<file path="config.mk">
export PLATFORM = sky130hd
export DESIGN_NAME = spc_link_queue
export DESIGN_NICKNAME = d
export VERILOG_FILES = /design/src/design/spc_pkg.sv /design/src/design/spc_link_queue.sv
export VERILOG_INCLUDE_DIRS = /design/src /design/src/design
export SDC_FILE = /design/constraint.sdc
export NUM_CORES = 1
export LEC_CHECK = 0
export BUFFER_PORTS_ARGS = -buffer_cell sky130_fd_sc_hd__buf_4
export CORE_MARGIN = 1.5
export CORE_UTILIZATION = 30
export DETAILED_ROUTE_END_ITERATION = 12
export RECOVER_POWER = 25
export SLEW_MARGIN = 30
export SYNTH_ARGS = -nofsm -noshare
export SYNTH_HDL_FRONTEND = slang
export SYNTH_SLANG_ARGS = --single-unit
export TNS_END_PERCENT = 30
</file>
<file path="constraint.sdc">
create_clock -name clock -period 2.4 [get_ports clock]
set_clock_uncertainty 0.05 [all_clocks]
set_input_delay 0.36 -clock clock [delete_from_list [all_inputs] [get_ports clock]]
set_output_delay 0.36 -clock clock [all_outputs]
set_load 0.01 [all_outputs]
</file>
<file path="src/design/scan_polar_to_cartesian_top_defines.svh">
// Assertion macros shared by the scan converter. Each use stands on a line of its own,
// with no trailing semicolon.
`ifndef SCAN_POLAR_TO_CARTESIAN_TOP_DEFINES_SVH
`define SCAN_POLAR_TO_CARTESIAN_TOP_DEFINES_SVH
`ifndef SYNTH
// Property that is checked only outside reset.
`define SPC_ASSERT(label, prop) \
   label: assert property (@(posedge clock) disable iff (reset) prop) \
      else $error("scan converter check failed");
// Property that is checked during reset as well.
`define SPC_ASSERT_ALWAYS(label, prop) \
   label: assert property (@(posedge clock) prop) \
      else $error("scan converter check failed");
`else
`define SPC_ASSERT(label, prop)
`define SPC_ASSERT_ALWAYS(label, prop)
`endif
`endif

</file>
<file path="src/design/spc_pkg.sv">
`default_nettype none
package spc_pkg;

   // Only the low RANGE_BITS bits of a range sample take part in the math.
   localparam int RANGE_BITS = 16;
   // Only the top ANGLE_BITS bits of the beam angle are kept.
   localparam int ANGLE_BITS = 32;

   localparam int RANGE_IN_W = 16;
   localparam int RANGE_W    = (RANGE_BITS < RANGE_IN_W) ? RANGE_BITS : RANGE_IN_W;
   localparam int INDEX_W    = 16;
   localparam int ANGLE_W    = 32;
   localparam int COORD_W    = 17;

   localparam logic [ANGLE_W-1:0] ANGLE_MASK = ~((ANGLE_W'(1) << (ANGLE_W - ANGLE_BITS))
                                                - ANGLE_W'(1));

   // CORDIC arithmetic.
   localparam int CORDIC_STEPS   = 30;
   localparam int KINV_W         = 30;
   localparam logic [KINV_W-1:0] KINV = KINV_W'(652032874);
   localparam int PRESCALE_SHIFT = 14;
   localparam int FRAC           = 16;
   localparam int PROD_W         = RANGE_W + KINV_W;
   localparam int X0_W           = PROD_W - PRESCALE_SHIFT;
   localparam int CW             = X0_W + 2;
   localparam int ZW             = 32;
   localparam int R_W            = CW - FRAC + 1;
   localparam int RSAT_W         = (R_W > COORD_W) ? R_W : COORD_W;
   localparam int COORD_MAX      = 65535;

   localparam logic [ZW-1:0] ATAN_TAB [0:CORDIC_STEPS-1] = '{
      32'h20000000, 32'h12E4051E, 32'h09FB385B, 32'h051111D4, 32'h028B0D43,
      32'h0145D7E1, 32'h00A2F61E, 32'h00517C55, 32'h0028BE53, 32'h00145F2F,
      32'h000A2F98, 32'h000517CC, 32'h00028BE6, 32'h000145F3, 32'h0000A2FA,
      32'h0000517D, 32'h000028BE, 32'h0000145F, 32'h00000A30, 32'h00000518,
      32'h0000028C, 32'h00000146, 32'h000000A3, 32'h00000051, 32'h00000029,
      32'h00000014, 32'h0000000A, 32'h00000005, 32'h00000003, 32'h00000001
   };

   // Queue depths.
   localparam int LINK_DEPTH = 4;
   localparam int LINK_PTR_W = $clog2(LINK_DEPTH);
   localparam int LINK_CNT_W = $clog2(LINK_DEPTH + 1);
   localparam int OUT_DEPTH  = 4;
   localparam int OUT_PTR_W  = $clog2(OUT_DEPTH);
   localparam int OUT_CNT_W  = $clog2(OUT_DEPTH + 1);

   // Register map.
   localparam int CSR_INDEX_W = 2;
   localparam int CSR_DATA_W  = 32;
   typedef enum logic [CSR_INDEX_W-1:0] {
      CSR_START_ANGLE = 2'd0,
      CSR_ANGLE_STEP  = 2'd1,
      CSR_SCAN_LENGTH = 2'd2
   } csr_index_type;

   localparam logic [ANGLE_W-1:0] START_ANGLE_RESET = 32'd0;
   localparam logic [ANGLE_W-1:0] ANGLE_STEP_RESET  = 32'd11930465;
   localparam logic [INDEX_W-1:0] SCAN_LENGTH_RESET = 16'd360;

   // Request passed from the front end to the rotation pipeline.
   typedef struct packed {
      logic [RANGE_W-1:0] range_mm;
      logic [INDEX_W-1:0] sample_index;
      logic               last_point;
      logic [ANGLE_W-1:0] angle;
   } link_item_type;

   // Payload of one CORDIC pipeline stage.
   typedef struct packed {
      logic signed [CW-1:0] x;
      logic signed [CW-1:0] y;
      logic signed [ZW-1:0] z;
      logic [1:0]           quadrant;
      logic [INDEX_W-1:0]   sample_index;
      logic                 last_point;
   } cordic_type;

   // One finished point.
   typedef struct packed {
      logic signed [COORD_W-1:0] x_mm;
      logic signed [COORD_W-1:0] y_mm;
      logic [INDEX_W-1:0]        point_index;
      logic                      last_point;
   } point_type;

endpackage
`default_nettype wire

</file>
<file path="src/design/spc_link_queue.sv">
`default_nettype none
`include "scan_polar_to_cartesian_top_defines.svh"
module spc_link_queue (
   input  wire logic                   clock,
   input  wire logic                   reset,
   input  wire logic                   push,
   input  wire spc_pkg::link_item_type push_item,
   output logic                        full,
   input  wire logic                   pop,
   output spc_pkg::link_item_type      pop_item,
   output logic                        empty
);

   localparam int PW = spc_pkg::LINK_PTR_W;
   localparam int NW = spc_pkg::LINK_CNT_W;

   spc_pkg::link_item_type entry_ff [0:spc_pkg::LINK_DEPTH-1];
   logic [PW-1:0] wr_ptr_ff, wr_ptr_in;
   logic [PW-1:0] rd_ptr_ff, rd_ptr_in;
   logic [NW-1:0] count_ff, count_in;

   assign full     = (count_ff == NW'(spc_pkg::LINK_DEPTH));
   assign empty    = (count_ff == '0);
   assign pop_item = entry_ff[rd_ptr_ff];

   always_comb begin
      wr_ptr_in = push ? wr_ptr_ff + PW'(1) : wr_ptr_ff;
      rd_ptr_in = pop  ? rd_ptr_ff + PW'(1) : rd_ptr_ff;
      unique case ({push, pop})
         2'b10:   count_in = count_ff + NW'(1);
         2'b01:   count_in = count_ff - NW'(1);
         default: count_in = count_ff;
      endcase
   end

   always_ff @(posedge clock) begin
      if (reset) begin
         wr_ptr_ff <= '0;
         rd_ptr_ff <= '0;
         count_ff  <= '0;
      end else begin
         wr_ptr_ff <= wr_ptr_in;
         rd_ptr_ff <= rd_ptr_in;
         count_ff  <= count_in;
      end
   end

   always_ff @(posedge clock) begin
      if (push) begin
         entry_ff[wr_ptr_ff] <= push_item;
      end
   end

   `SPC_ASSERT(a_link_no_overflow, push |-> !full)
   `SPC_ASSERT(a_link_no_underflow, pop |-> !empty)
   `SPC_ASSERT(a_link_count_up, (push && !pop) |=> (count_ff == $past(count_ff) + NW'(1)))

endmodule
`default_nettype wire

</file>
==> qor.txt <==
1st-iter DRT viols = 214
Pint = 8.539 mW
Crit-path max FO = 26
Sw frac = 0.2143
Drt pass-1 iters = 4
Synth area leaders = edfxtp_1 79%, mux4_2 15%, dfxtp_1 1.8%
RSZ-0062 raised after global routing = true
First-pass GRT wire length = 29,080 um
Asr flop ratio synth = 0
CP top delay family = multiplexers
WHS Path Cells = 3
Die Width = 184.3 um
Clk slew on worst S/H paths = 0.06 ns
Via count = 4,674
Insertion delay to the later sink of the worst-skew pair = 0.53 ns
Tmin final = 2.339 ns
Total track usage = 0.1126
Critical Path AT = 1.93 ns
Buffer count from post-CTS setup fixing = 0
Post-synth top cells = 260 x edfxtp_1, 65 x mux4_2, 9 x dfxtp_1
Core area = 0.03245 mm2
Req. time, crit path = 1.99 ns
Critical Path, Cell by Cell = buf_12, mux4_2, buf_4
Psw = 2.330 mW
Initial Utilization = 0.3038
Final-layout fill cell count = 2,890
Largest net degree at the start of global routing = 39
TritonCTS Sinks = 269
Synth Flop Type = edfxtp_1
DRC = 0
Crit path buf inv count = 2
I/O pin count = 136
Syn_nets = 461
Fin. Hold Viols = 0
Most common cell in the netlist = edfxtp_1
Die Area = 0.03396 mm2
#FFs+latches synth = 269
H-Tree Depth = 1
Crit start category = flip-flop
Yosys warns = 0
Vias in the first global route = 5,278
Final Max Tran Viols = 0
LEAKAGE = 4.272 nW
Post-Route Utilization = 0.3976
Final setup margin = 0.06064 ns
Fmax = 0.4275 GHz
GPL Wtd Cong = 0.6723
Syn avg cell area = 25.54 um2
CTS Buf Count = 28
CP Class = reg2out
Power, Total = 10.87 mW
Buffers on Ports = 135
Register Area = 0.007995 mm2
Gr ovfl total = 0
Worst slack, placed = 0.4793 ns
Combinational Power Share = 0.111
Critical Path End Type = output port
Routed Antenna Nets = 0
Post-synthesis sequential area ratio = 0.8103
Post-Synthesis Cells = 386
DIE HEIGHT = 184.3 um
Clock group share of total power = 0.388
Slew HR = 0.6173
Final setup viols = 0
Post-synth EDFFs = 260
Reg power frac = 0.501
Root buf cell = clkbuf_16
Yosys top cell area share = 0.7920
Final Instance Area = 0.01290 mm2
CTS tree = yes
Period utilization = 0.9747
Delay of the slowest critical-path stage = 0.58 ns
Peak VDD IR = 0.5796 mV
Layout cells sized above 1 = 0.3506
Max Cap Viol = 0
Worst slew pin tran = 0.5741 ns
Yosys cell types = 22
Multi-input logic area = 0.001702 mm2
Cell count along the critical path = 3
Worst Hold Class = in2reg
PwrDens = 842.4 mW/mm2
Layout Nets = 690
Vias per inst = 4.332
Post-detail-place hpwl = 11,450 um
Row count = 66
Area grow syn2layout = 30.88%
Status = complete, no violations
Initial antenna violation count = 1
Area post-placement = 0.01145 mm2
Mapped cell area = 0.009858 mm2
DR WL/cell = 17.56 um
FF-to-FF path depth = 4
Post-synth top area cell = edfxtp_1
Clk buf depth = 3
Detailed Route WL = 18,950 um
Worst-path cell with the longest stage delay = mux4_2
cells in the final DEF (no fill, tap or decap), types with 3 or more instances in the layout:
cell / count
edfxtp_1: 260
buf_4: 99
dlygate4sd3_1: 66
mux4_2: 65
clkbuf_1: 41
clkbuf_16: 29
nor2_1: 8
clkinv_2: 7
dfxtp_1: 7
inv_1: 6
clkinv_1: 6
ha_1: 5
buf_6: 5
and2_4: 4
buf_12: 4
xor2_1: 3
bufinv_16: 3
registers in the layout, indices dropped and copies added, names as in the netlist, named ones only:
register	flops
rd_ptr_ff	2
entry_ff	260
count_ff	3
wr_ptr_ff	2
repair_timing:
action | in CTS | in global routing
gates cloned | 0 | 0
hold endpoints to repair | 269 | 0
resized for setup | 2 | 4
hold buffers | 66 | 0
setup endpoints to repair | 14 | 9
per-layer routing:
| metal | track usage | wire length [um] | vias to the layer above |
|---|---|---|---|
| met5 | 0 | 0 | - |
| met4 | 0.03148 | 369 | 0 |
| met3 | 0.02470 | 925 | 30 |
| met2 | 0.1988 | 9753 | 104 |
| met1 | 0.1390 | 7897 | 2441 |
| li1 | - | - | 2099 |
power by group through the flow:
stage               Sequential (mW)  Combinational (mW)  Clock, mW
floorplan                      5.53               0.625          0
global placement               5.53                1.14          0
detailed placement             5.55                1.17          0
CTS                            5.45                1.26       4.38
global route                   5.46                1.31       4.54
finish                         5.45                1.21       4.22
area by class of cell:
type | instances | share of cell area
repair buffers | 214 | 0.1329
clock inverters | 20 | 0.01396
diodes | 1 | 0.0001939
flip-flops and latches | 269 | 0.6197
multi-input cells | 96 | 0.1319
inverters | 6 | 0.001746
clock buffers | 31 | 0.05683
well taps | 442 | 0.04286
worst reg2reg max path: cells and delay by family (launching register included):
kind / cells / cell delay (ns)
simple gates: 1 / 0.41
fa+ha+maj: 1 / 0.15
buf+inv: 2 / 0.42
flops: 1 / 0.34
path summary, 6_finish.rpt:
| kind | startpoint | endpoint | slack (ns) |
|---|---|---|---|
| worst max-delay path | flip-flop | pop_item[56] | 0.06 |
| worst min-delay path | pop | rd_ptr_ff[0] | 0.09 |
| worst max register to register | wr_ptr_ff[1] | entry_ff[1][0] | 0.70 |
| worst min register to register | count_ff[2] | count_ff[2] | 0.48 |
kinds of logic after synthesis:
kind of cell | after synthesis | share of synthesized area
flops | 269 | 0.8103
mux | 66 | 0.1495
xor+xnor | 5 | 0.004443
simple gates | 16 | 0.007742
compound gates | 3 | 0.001523
fa+ha+maj | 6 | 0.008377
buf+inv | 21 | 0.01815
metrics by stage:
stage,hold WS [ns],setup TNS (ns),instances
3_5_place_dp,0.4648,0,961
2_1_floorplan,0.4089,-17.03,386
6_report,0.08785,0,1079
5_1_grt,0.08713,-0.1121,1078
3_3_place_gp,0.4327,0,961
4_1_cts,0.05123,0,1078
Power figures use the tool's default switching activity.
