**config.mk**
```make
export PLATFORM = sky130hd
export DESIGN_NAME = spc_front
export DESIGN_NICKNAME = d
export VERILOG_FILES = /design/src/design/scan_polar_to_cartesian_top_defines.svh /design/src/design/spc_pkg.sv /design/src/design/spc_front.sv
export SDC_FILE = /design/constraint.sdc
export NUM_CORES = 1
export LEC_CHECK = 0
export ABC_AREA = 1
export BUFFER_PORTS_ARGS = -buffer_cell sky130_fd_sc_hd__buf_2
export CORE_ASPECT_RATIO = 0.5
export CORE_MARGIN = 4
export CORE_UTILIZATION = 50
export CTS_CLUSTER_SIZE = 12
export DETAILED_ROUTE_END_ITERATION = 8
export HOLD_SLACK_MARGIN = 0.15
export PLACE_DENSITY = 0.79
export SLEW_MARGIN = 20
export SYNTH_ARGS = -nofsm -noshare
export SYNTH_HDL_FRONTEND = slang
export SYNTH_SLANG_ARGS = --single-unit
```
**constraint.sdc**
```tcl
create_clock -name clock -period 8.7 [get_ports clock]
set_input_delay 1.74 -clock clock [delete_from_list [all_inputs] [get_ports clock]]
set_output_delay 1.74 -clock clock [all_outputs]
set_load 0.05 [all_outputs]
```
**src/design/scan_polar_to_cartesian_top_defines.svh**
```systemverilog
// Assertion macros shared by the scan converter. Each use stands on a line of its own,
// with no trailing semicolon.
`ifndef SCAN_POLAR_TO_CARTESIAN_TOP_DEFINES_SVH
`define SCAN_POLAR_TO_CARTESIAN_TOP_DEFINES_SVH
`ifndef SYNTH
// Property that is checked only outside reset.
`define SPC_ASSERT(label, prop) \
   label: assert property (@(posedge clock) disable iff (reset) prop) \
      else $error("scan converter check failed");
// Property that is checked during reset as well.
`define SPC_ASSERT_ALWAYS(label, prop) \
   label: assert property (@(posedge clock) prop) \
      else $error("scan converter check failed");
`else
`define SPC_ASSERT(label, prop)
`define SPC_ASSERT_ALWAYS(label, prop)
`endif
`endif

```
**src/design/spc_pkg.sv**
```systemverilog
`default_nettype none
package spc_pkg;

   // Only the low RANGE_BITS bits of a range sample take part in the math.
   localparam int RANGE_BITS = 16;
   // Only the top ANGLE_BITS bits of the beam angle are kept.
   localparam int ANGLE_BITS = 32;

   localparam int RANGE_IN_W = 16;
   localparam int RANGE_W    = (RANGE_BITS < RANGE_IN_W) ? RANGE_BITS : RANGE_IN_W;
   localparam int INDEX_W    = 16;
   localparam int ANGLE_W    = 32;
   localparam int COORD_W    = 17;

   localparam logic [ANGLE_W-1:0] ANGLE_MASK = ~((ANGLE_W'(1) << (ANGLE_W - ANGLE_BITS))
                                                - ANGLE_W'(1));

   // CORDIC arithmetic.
   localparam int CORDIC_STEPS   = 30;
   localparam int KINV_W         = 30;
   localparam logic [KINV_W-1:0] KINV = KINV_W'(652032874);
   localparam int PRESCALE_SHIFT = 14;
   localparam int FRAC           = 16;
   localparam int PROD_W         = RANGE_W + KINV_W;
   localparam int X0_W           = PROD_W - PRESCALE_SHIFT;
   localparam int CW             = X0_W + 2;
   localparam int ZW             = 32;
   localparam int R_W            = CW - FRAC + 1;
   localparam int RSAT_W         = (R_W > COORD_W) ? R_W : COORD_W;
   localparam int COORD_MAX      = 65535;

   localparam logic [ZW-1:0] ATAN_TAB [0:CORDIC_STEPS-1] = '{
      32'h20000000, 32'h12E4051E, 32'h09FB385B, 32'h051111D4, 32'h028B0D43,
      32'h0145D7E1, 32'h00A2F61E, 32'h00517C55, 32'h0028BE53, 32'h00145F2F,
      32'h000A2F98, 32'h000517CC, 32'h00028BE6, 32'h000145F3, 32'h0000A2FA,
      32'h0000517D, 32'h000028BE, 32'h0000145F, 32'h00000A30, 32'h00000518,
      32'h0000028C, 32'h00000146, 32'h000000A3, 32'h00000051, 32'h00000029,
      32'h00000014, 32'h0000000A, 32'h00000005, 32'h00000003, 32'h00000001
   };

   // Queue depths.
   localparam int LINK_DEPTH = 4;
   localparam int LINK_PTR_W = $clog2(LINK_DEPTH);
   localparam int LINK_CNT_W = $clog2(LINK_DEPTH + 1);
   localparam int OUT_DEPTH  = 4;
   localparam int OUT_PTR_W  = $clog2(OUT_DEPTH);
   localparam int OUT_CNT_W  = $clog2(OUT_DEPTH + 1);

   // Register map.
   localparam int CSR_INDEX_W = 2;
   localparam int CSR_DATA_W  = 32;
   typedef enum logic [CSR_INDEX_W-1:0] {
      CSR_START_ANGLE = 2'd0,
      CSR_ANGLE_STEP  = 2'd1,
      CSR_SCAN_LENGTH = 2'd2
   } csr_index_type;

   localparam logic [ANGLE_W-1:0] START_ANGLE_RESET = 32'd0;
   localparam logic [ANGLE_W-1:0] ANGLE_STEP_RESET  = 32'd11930465;
   localparam logic [INDEX_W-1:0] SCAN_LENGTH_RESET = 16'd360;

   // Request passed from the front end to the rotation pipeline.
   typedef struct packed {
      logic [RANGE_W-1:0] range_mm;
      logic [INDEX_W-1:0] sample_index;
      logic               last_point;
      logic [ANGLE_W-1:0] angle;
   } link_item_type;

   // Payload of one CORDIC pipeline stage.
   typedef struct packed {
      logic signed [CW-1:0] x;
      logic signed [CW-1:0] y;
      logic signed [ZW-1:0] z;
      logic [1:0]           quadrant;
      logic [INDEX_W-1:0]   sample_index;
      logic                 last_point;
   } cordic_type;

   // One finished point.
   typedef struct packed {
      logic signed [COORD_W-1:0] x_mm;
      logic signed [COORD_W-1:0] y_mm;
      logic [INDEX_W-1:0]        point_index;
      logic                      last_point;
   } point_type;

endpackage
`default_nettype wire

```
**src/design/spc_front.sv**
```systemverilog
`default_nettype none
module spc_front (
   input  wire logic                               clock,
   input  wire logic                               reset,
   input  wire logic                               push,
   output logic                                    full,
   input  wire logic [spc_pkg::RANGE_IN_W-1:0]     req_range_mm,
   input  wire logic [spc_pkg::INDEX_W-1:0]        req_sample_index,
   input  wire logic [spc_pkg::ANGLE_W-1:0]        start_angle,
   input  wire logic [spc_pkg::ANGLE_W-1:0]        angle_step,
   input  wire logic [spc_pkg::INDEX_W-1:0]        scan_length,
   input  wire logic                               link_full,
   output logic                                    link_push,
   output spc_pkg::link_item_type                  link_item
);

   localparam int IW = spc_pkg::INDEX_W;
   localparam int AW = spc_pkg::ANGLE_W;

   logic                        accept;
   logic                        drop;
   logic [IW+AW-1:0]            step_prod;

   logic                        f1_valid_ff, f1_valid_in;
   logic [spc_pkg::RANGE_W-1:0] f1_range_ff, f1_range_in;
   logic [IW-1:0]               f1_index_ff, f1_index_in;
   logic                        f1_last_ff, f1_last_in;
   logic [AW-1:0]               f1_offset_ff, f1_offset_in;

   // The stage moves whenever the queue behind it has room.
   assign full   = link_full;
   assign accept = push && !link_full;

   // The first sample, the final sample and any index past the scan give no point.
   assign drop = (req_sample_index == '0) ||
                 (({1'b0, req_sample_index} + (IW+1)'(1)) >= {1'b0, scan_length});

   assign step_prod = (IW+AW)'(req_sample_index) * (IW+AW)'(angle_step);

   always_comb begin
      f1_valid_in  = f1_valid_ff;
      f1_range_in  = f1_range_ff;
      f1_index_in  = f1_index_ff;
      f1_last_in   = f1_last_ff;
      f1_offset_in = f1_offset_ff;
      if (!link_full) begin
         f1_valid_in  = accept && !drop;
         f1_range_in  = req_range_mm[spc_pkg::RANGE_W-1:0];
         f1_index_in  = req_sample_index;
         f1_last_in   = (({1'b0, req_sample_index} + (IW+1)'(2)) == {1'b0, scan_length});
         f1_offset_in = step_prod[AW-1:0];
      end
   end

   always_ff @(posedge clock) begin
      if (reset) begin
         f1_valid_ff <= 1'b0;
      end else begin
         f1_valid_ff <= f1_valid_in;
      end
   end

   always_ff @(posedge clock) begin
      f1_range_ff  <= f1_range_in;
      f1_index_ff  <= f1_index_in;
      f1_last_ff   <= f1_last_in;
      f1_offset_ff <= f1_offset_in;
   end

   assign link_push              = f1_valid_ff && !link_full;
   assign link_item.range_mm     = f1_range_ff;
   assign link_item.sample_index = f1_index_ff;
   assign link_item.last_point   = f1_last_ff;
   assign link_item.angle        = (start_angle + f1_offset_ff) & spc_pkg::ANGLE_MASK;

endmodule
`default_nettype wire

```
==> flow_metrics.tcl, run 1 <==
set metrics [dict create \
    status "completed" \
    start_util 0.512 \
    grt_pass1_vias 15500 \
    slowest_delay_ns 0.69 \
    setup_viol 0 \
    cts_tree "done" \
    crit_fanout 37 \
    die_x_um 270 \
    yosysTopAreaCellShare 0.357 \
    drive_gt1_frac 0.0900 \
    avgSynthCellArea_sq_um 7.64 \
    cpMaxStageDelayCell "buf_2" \
    worstPathCellList "buf_2 > nand2_1 > fa_1 > inv_1 > fa_1 > inv_1 > fa_1 > fa_1 > inv_1 > fa_1 > inv_1 > fa_1 > inv_1 > ha_1 > nand2_1 > nor3_1 > nand2_1 > or2_2 > nand3_1 > inv_1 > nand2_1 > nand2_1" \
    ctsLongestPathBuffers 2 \
    ys_types 46 \
    grt_remaining_overflow 0 \
    drc_errors 0 \
    die-area_sq_mm 0.0374 \
    via_count 14700 \
    finalHoldViolCount 0 \
    dpl_cell_area_sq_mm 0.0182 \
    drt_wl_total_mm 47.2 \
    hpwl_mm 37.5 \
    h-tree-depth 3 \
    syn2layout_area_growth_pct 8.21 \
    drt_first_pass_iters 6 \
    finClkSkew_ns 0 \
    ctsHoldBuffers 0 \
    final_nets 2876 \
    wl_per_cell_um 16.9 \
    tns_ns 0 \
    grt_usage 0.258 \
    core_area_sq_mm 0.0334 \
    grt_setup_unrepaired "false" \
    fin_crit_sh 0.856 \
    maxCapViolCount 0 \
    post_cts_buffers 0 \
    yosys_most_used_dff "edfxtp_1" \
    drv_slew 0 \
    cts_made_buffers 9 \
    root_buffer "clkbuf_16" \
    min_period_ns 7.45 \
    stdcell_area_sq_mm 0.0185 \
    syn_nets 2775 \
    die_h_um 139 \
    synth_area_sq_mm 0.0171 \
    num_rows 47 \
    synthCells 2239 \
    ios 183 \
    worst_ep_required_time_ns 8.81 \
    antenna_found_initial 7 \
    max_slew.worst_pin.slew_ns 0.970 \
    crit_buf_inv 7 \
    via_per_inst 5.26 \
    cts.repair.resized 0 \
    clk_latency_ns 0.35 \
    endpoint_kind "flip-flop" \
    cts.sinks 66 \
    synthTopCellsByArea "fa_1 36%, nand2_1 13%, inv_1 13%" \
    holdCritPathClass "flip-flop to flip-flop" \
    synth.largest_area_cell "fa_1" \
    path_class "input pin to flip-flop" \
    io_buffers 182 \
    path_clk_slew_ns 0.06 \
    gp_congestion 0.986 \
    ys_seq_elements 66 \
    fmax_mhz 134 \
    arrival_ns 7.56 \
    drt_iter0_drc 1317 \
    drtAntennaViolNets 0 \
    fillers 2996 \
    synthArstFlopShare 0 \
    yosysSeqAreaShare 0.115 \
    relSlewSlack 0.353 \
    synth-edff-count 65 \
    worstSetupStartpointType "input pin" \
    critPathTopFamily "adder cells" \
    yosys_warnings 0 \
    grt_max_degree 60 \
    grt_pass1_wl_mm 77.9 \
]
[layer usage]
| metal | up-vias | global-route usage | share of wire |
|---|---|---|---|
| li1 | 6780 | - | - |
| met1 | 6994 | 0.322 | 0.39 |
| met2 | 748 | 0.433 | 0.47 |
| met3 | 148 | 0.0614 | 0.10 |
| met4 | 2 | 0.109 | 0.035 |
| met5 | - | 0 | 0.00025 |
[layout make-up]
type	instances	area (sq um)	share of cell area
Inverter	596	2240	0.121
Multi-Input combinational cell	1481	12500	0.676
Tap cell	441	552	0.0298
Clock inverter	5	55.1	0.00297
Antenna cell	6	15.0	0.000811
Clock buffer	11	233	0.0126
Timing Repair Buffer	186	941	0.0508
Sequential cell	66	1970	0.106
[state kept, by name, summed over array words and instances (netlist names)]
| name | flops |
|---|---|
| f1_offset_ff | 32 |
| f1_index_ff | 16 |
| f1_range_ff | 16 |
| f1_last_ff | 1 |
| f1_valid_ff | 1 |
[layout by cell type (no fill, tap or decap), types with 2 or more instances in the layout]
cell	netlist	final
a21oi_1	68	68
edfxtp_1	65	65
a221oi_1	2	2
nor4_1	6	6
o211ai_1	3	3
o21ai_2	3	3
o21bai_1	6	6
o21ai_0	45	45
ha_1	115	115
o21ai_1	2	2
a21boi_0	2	2
nand3b_1	7	7
nand3_1	63	63
buf_2	14	182
a31oi_1	8	8
a21o_1	13	13
xor2_1	64	64
nor3_1	18	18
or2_2	3	3
o21a_1	3	3
fa_1	305	305
xnor2_1	23	23
and2_1	2	2
clkbuf_16	0	9
nand4_1	16	16
nand2_1	611	611
clkbuf_1	69	2
nor2_1	79	79
diode_2	0	6
buf_4	3	4
inv_1	596	595
[final timing paths]
path,cells after the start,slack [ns],endpoint,start
max,22,1.25,f1_offset_ff[31]$_DFFE_PN_,req_sample_index[1]
min,2,0.46,f1_valid_ff$_SDFFE_PP0N_,f1_valid_ff$_SDFFE_PP0N_
max reg2reg,2,8.14,f1_valid_ff$_SDFFE_PP0N_,f1_valid_ff$_SDFFE_PP0N_
min reg2reg,2,0.46,f1_valid_ff$_SDFFE_PP0N_,f1_valid_ff$_SDFFE_PP0N_
[logic make-up (layout without fill, tap and decap cells)]
kind of cell / after synthesis / after routing / share of synthesized area
buffers and inverters: 692 / 798 / 0.154
XOR/XNOR: 87 / 87 / 0.0445
other: 0 / 6 / 0
AO/OA/AOI/OAI: 163 / 163 / 0.0548
AND/OR/NAND/NOR: 811 / 811 / 0.191
adder cells (fa/ha/maj): 420 / 420 / 0.441
flip-flops: 66 / 66 / 0.115
[worst reg2reg max path: stages (launching register included)]
cell	delay, ns
dfxtp_1	0.32
nand2_1	0.05
a21oi_1	0.12
[synthesized netlist by cell type, drive strengths merged (6+ instances only)]
library cell and count:
nand2 611, inv 596, fa 305, ha 115, nor2 81, clkbuf 70, a21oi 68, edfxtp 65
nand3 64, xor2 64, o21ai 50, buf 26, xnor2 23, nor3 19, nand4 17, a21o 13
a31oi 8, nand3b 7, nor4 6, o21bai 6
[per-stage QoR]
step	setup slack [ns]	utilization	hold slack [ns]	std cells
detailed placement	0.995	0.545	0.453	2770
global route	0.874	0.555	0.491	2792
finish	1.25	0.555	0.457	2792
floorplan	1.57	-	0.437	2239
global placement	1.08	0.545	0.447	2770
CTS	1.37	0.554	0.461	2786
Power of run 1 is not shown: default switching activity piles up to over one toggle a cycle in this logic, so the estimate is an artifact.
==> run 2, diff against run 1 <==
CELL_PAD_IN_SITES_DETAIL_PLACEMENT = 1   (was unset)
CELL_PAD_IN_SITES_GLOBAL_PLACEMENT = 2   (was unset)
CORE_UTILIZATION = 36   (was 50)
PLACE_DENSITY = 0.92   (was 0.79)
==> run 2 against run 1 <==
- global-route usage shrank 3.2 points
- hold slack gained 0.014 ns
- critical path depth is the same
- count of clock-buffer cells in the layout shrank 1
- register-to-register slack lost 0.03 ns
- largest cell class unchanged
- worst setup slack gained 0.079 ns
- first-iteration DRC count shrank 31%
- design area grew 1.3%
- sequential share of layout area shrank 0.14 points
- fmax grew 1.1%
- non-clock buffer count is the same
==> flow_metrics.tcl, run 2 (synthesized netlist as in run 1, its figures left out) <==
set metrics [dict create \
    syn2layout_area_growth_pct 9.63 \
    core_area_sq_mm 0.0469 \
    post_cts_buffers 0 \
    path_common_cell "inv_1" \
    grt_pass1_vias 16400 \
    cts_made_buffers 9 \
    largest-register "f1_offset_ff" \
    crit_fanout 37 \
    setup_viol 0 \
    cpMaxStageDelayCell "buf_2" \
    via_per_inst 4.86 \
    fmax_mhz 136 \
    layoutNonFillerInstCount 2988 \
    drtAntennaViolNets 0 \
    tns_ns 0 \
    final_nets 2876 \
    min_period_ns 7.37 \
    worstPathCellList "buf_2 > nand2_1 > fa_1 > inv_1 > fa_1 > inv_1 > fa_1 > inv_1 > fa_1 > inv_1 > fa_1 > fa_1 > inv_1 > ha_1 > inv_1 > nor3_1 > nand2_1 > or2_2 > nand3_1 > inv_1 > nand2_1 > nand2_1" \
    antenna_found_initial 5 \
    wl_per_cell_um 18.6 \
    worst_ep_required_time_ns 8.81 \
    grt_usage 0.226 \
    relSlewSlack 0.328 \
    io_buffers 182 \
    fin_crit_sh 0.847 \
    ctsLongestPathBuffers 2 \
    arrival_ns 7.48 \
    top_regs "f1_offset_ff x32, f1_index_ff x16, f1_range_ff x16" \
    maxCapViolCount 0 \
    num_rows 56 \
    die_h_um 162 \
    largest_register_ff_count 32 \
    worstSetupStartpointType "input pin" \
    die_x_um 316 \
    grt_max_degree 60 \
    ios 183 \
    clk_latency_ns 0.36 \
    path_clk_slew_ns 0.06 \
    post-route-util 0.400 \
    gp_congestion 0.865 \
    ff2ff_setup_slack_ns 8.11 \
    die-area_sq_mm 0.0513 \
    grt_setup_unrepaired "false" \
    layout_commonest_cell "nand2_1" \
    hpwl_mm 45.0 \
    cts_tree "done" \
    drt_first_pass_iters 6 \
    ctsHoldBuffers 0 \
    h-tree-depth 3 \
    drive_gt1_frac 0.0896 \
    finalHoldViolCount 0 \
    status "completed" \
    root_buffer "clkbuf_16" \
    drc_errors 0 \
    grt_pass1_wl_mm 89.6 \
    cts.repair.resized 0 \
    max_slew.worst_pin.slew_ns 1.01 \
    path_class "input pin to flip-flop" \
    post-place-cells 2967 \
    start_util 0.365 \
    drv_slew 0 \
    layout_common_cells "611 x nand2_1, 595 x inv_1, 305 x fa_1" \
    drt_iter0_drc 904 \
    holdCritPathClass "flip-flop to flip-flop" \
    slowest_delay_ns 0.70 \
    stdcell_area_sq_mm 0.0188 \
    endpoint_kind "flip-flop" \
    dpl_cell_area_sq_mm 0.0185 \
    via_count 14500 \
    finClkSkew_ns 0 \
    grt_remaining_overflow 0 \
    drt_wl_total_mm 55.7 \
    cts.sinks 66 \
]
-- run 2: per-stage QoR --
step	hold slack (ns)	setup slack, ns
4_1_cts	0.473	1.34
5_1_grt	0.514	1.00
3_3_place_gp	0.450	1.08
2_1_floorplan	0.437	1.57
3_5_place_dp	0.463	0.988
6_report	0.471	1.33
-- run 2: cell type report --
type / count / area [sq um]
Clock inverter: 6 / 57.6
Timing Repair Buffer: 186 / 941
Antenna cell: 5 / 12.5
Sequential cell: 66 / 1970
Clock buffer: 10 / 229
Tap cell: 638 / 798
Fill cell: 5934 / 28200
Inverter: 596 / 2240
Multi-Input combinational cell: 1481 / 12500
-- run 2: layer usage --
| metal | share of wire | track usage | wire length, um | up-vias |
|---|---|---|---|---|
| met5 | 0 | 0 | 0 | - |
| met4 | 0.022 | 0.0655 | 1210 | 0 |
| met3 | 0.050 | 0.0332 | 2780 | 64 |
| met2 | 0.50 | 0.401 | 27800 | 321 |
| met1 | 0.43 | 0.287 | 23900 | 7353 |
| li1 | - | - | - | 6770 |
-- run 2: worst max-delay path: cells and delay by family --
| kind | cells | cell delay, ns |
|---|---|---|
| adders and majority gates | 7 | 3.52 |
| buffers and inverters | 8 | 1.13 |
| and+or+nand+nor | 7 | 1.04 |
-- run 2: final timing paths --
kind | cells past startpoint | endpoint | from
max | 22 | f1_offset_ff[31]$_DFFE_PN_ | req_sample_index[1]
min reg2reg | 2 | f1_valid_ff$_SDFFE_PP0N_ | f1_valid_ff$_SDFFE_PP0N_
max reg2reg | 2 | f1_valid_ff$_SDFFE_PP0N_ | f1_valid_ff$_SDFFE_PP0N_
min | 2 | f1_valid_ff$_SDFFE_PP0N_ | f1_valid_ff$_SDFFE_PP0N_
Power of run 2 is left out for the same reason.
==> run 3, diff against run 2 <==
CORE_UTILIZATION = 33   (was 36)
PLACE_DENSITY = 0.89   (was 0.92)
clock period = 6.5 ns   (was 8.7 ns; I/O delays follow)
==> run 3 against run 2 <==
- first-iteration DRC count fell by 24%
- critical path depth fell by 2
- flip-flop and latch count did not move
- non-clock buffer count rose by 206
- hold slack got worse by 0.0083 ns
- final cell count rose by 8.6%
- count of clock-buffer cells in the layout fell by 1
- clock skew did not move
- sequential share of layout area fell by 1.0 points
- utilization rose by 1.1 points
- critical path type unchanged
- largest cell class unchanged
==> flow_metrics.tcl, run 3 (synthesized netlist as in run 1, its figures left out) <==
set metrics [dict create \
    status "completed" \
    grt_remaining_overflow 0 \
    layoutNonFillerInstCount 3246 \
    holdCritPathClass "flip-flop to flip-flop" \
    root_buffer "clkbuf_16" \
    via_count 15300 \
    arrival_ns 6.45 \
    finalHoldViolCount 0 \
    drt_wl_total_mm 58.9 \
    largest_register_ff_count 32 \
    layout_common_cells "610 x nand2_1, 595 x inv_1, 304 x fa_1" \
    fillers 6293 \
    ctsHoldBuffers 0 \
    finClkSkew_ns 0 \
    cts_made_buffers 9 \
    setup_viol 0 \
    drc_errors 0 \
    worstSetupStartpointType "input pin" \
    dpl_cell_area_sq_mm 0.0204 \
    layout_commonest_cell "nand2_1" \
    gp_congestion 0.887 \
    post-place-cells 3224 \
    cts.sinks 66 \
    die-area_sq_mm 0.0558 \
    worst_ep_required_time_ns 6.60 \
    start_util 0.337 \
    min_period_ns 6.35 \
    relSlewSlack 0.384 \
    path_class "input pin to flip-flop" \
    drv_slew 0 \
    syn2layout_area_growth_pct 21.8 \
    hpwl_mm 50.3 \
    die_x_um 330 \
    ios 183 \
    core_area_sq_mm 0.0507 \
    grt_max_degree 61 \
    drt_first_pass_iters 5 \
    io_buffers 182 \
    fmax_mhz 158 \
    grt_setup_unrepaired "true" \
    drt_iter0_drc 688 \
    die_h_um 169 \
    wl_per_cell_um 18.2 \
    stdcell_area_sq_mm 0.0208 \
    via_per_inst 4.72 \
    path_clk_slew_ns 0.06 \
    max_slew.worst_pin.slew_ns 0.925 \
    clk_latency_ns 0.36 \
    crit_fanout 12 \
    ff2ff_setup_slack_ns 5.93 \
    num_rows 58 \
    cts_tree "done" \
    h-tree-depth 3 \
    multiInputGateArea_sq_mm 0.0126 \
    grt_pass1_vias 17300 \
    top_regs "f1_offset_ff x32, f1_index_ff x16, f1_range_ff x16" \
    ctsLongestPathBuffers 2 \
    grt_pass1_wl_mm 94.2 \
    final_nets 3082 \
    antenna_found_initial 7 \
    drtAntennaViolNets 0 \
    endpoint_kind "flip-flop" \
    fin_crit_sh 0.976 \
    grt_usage 0.216 \
    drive_gt1_frac 0.172 \
    largest-register "f1_offset_ff" \
    maxCapViolCount 0 \
    seq_area_sq_mm 0.00197 \
]
[run 3: cell count changes in the layout (fill, tap and decap cells not counted), sizes merged]
| cell | change |
|---|---|
| clkbuf | +8 |
| buf | +197 |
| inv | +1 |
[run 3: critical path, cell delays in order]
cell and delay [ns]:
buf_2 0.35, buf_4 0.20, nand2_1 0.06, fa_1 0.49, inv_1 0.05, fa_1 0.51, fa_1 0.48, fa_1 0.45
fa_1 0.55, inv_1 0.06, fa_1 0.57, inv_1 0.06, ha_1 0.29, nand2_1 0.10, buf_4 0.16, nor2_4 0.12
nand4_1 0.17, o21bai_1 0.24, nand4_1 0.12, nand2_1 0.09
[run 3: area by class of cell]
cell class	count	area share
Multi-Input combinational cell	1481	0.605
Timing Repair Buffer	392	0.136
Inverter	596	0.107
Sequential cell	66	0.0946
Tap cell	690	0.0414
Clock buffer	9	0.0108
Clock inverter	7	0.00330
Antenna cell	5	0.000600
[run 3: per-layer routing]
metal,GRT usage,part of all wire,up-vias
met1,0.276,0.44,7786
met4,0.0504,0.019,4
li1,-,-,7205
met2,0.394,0.51,279
met5,0,0.00046,-
met3,0.0245,0.036,60
[run 3: worst paths after layout]
path                            startpoint                         end  depth (start not counted)
setup / recovery            angle_step[16]  f1_offset_ff[29]$_DFFE_PN_                         20
hold reg to reg   f1_valid_ff$_SDFFE_PP0N_    f1_valid_ff$_SDFFE_PP0N_                          2
hold / removal    f1_valid_ff$_SDFFE_PP0N_    f1_valid_ff$_SDFFE_PP0N_                          2
setup reg to reg  f1_valid_ff$_SDFFE_PP0N_    f1_valid_ff$_SDFFE_PP0N_                          2
[run 3: per-stage QoR]
stage	hold slack [ns]	setup TNS, ns	util	setup WS (ns)
floorplan	0.437	-0.00744	-	-0.00744
detailed placement	0.455	-3.91	0.402	-0.436
CTS	0.463	0	0.408	0.0249
global route	0.495	-0.115	0.411	-0.0331
global placement	0.448	-2.55	0.402	-0.330
finish	0.463	0	0.411	0.154
[run 3: timing repair]
| item | in CTS | in global routing |
|---|---|---|
| endpoints found under the setup margin | 1 | 16 |
| buffers inserted | 0 | 1 |
| endpoints found under the hold margin | 0 | 0 |
| cloned | 0 | 0 |
| resized for setup | 2 | 41 |
| pin swaps | 0 | 8 |
Power of run 3 is left out for the same reason.
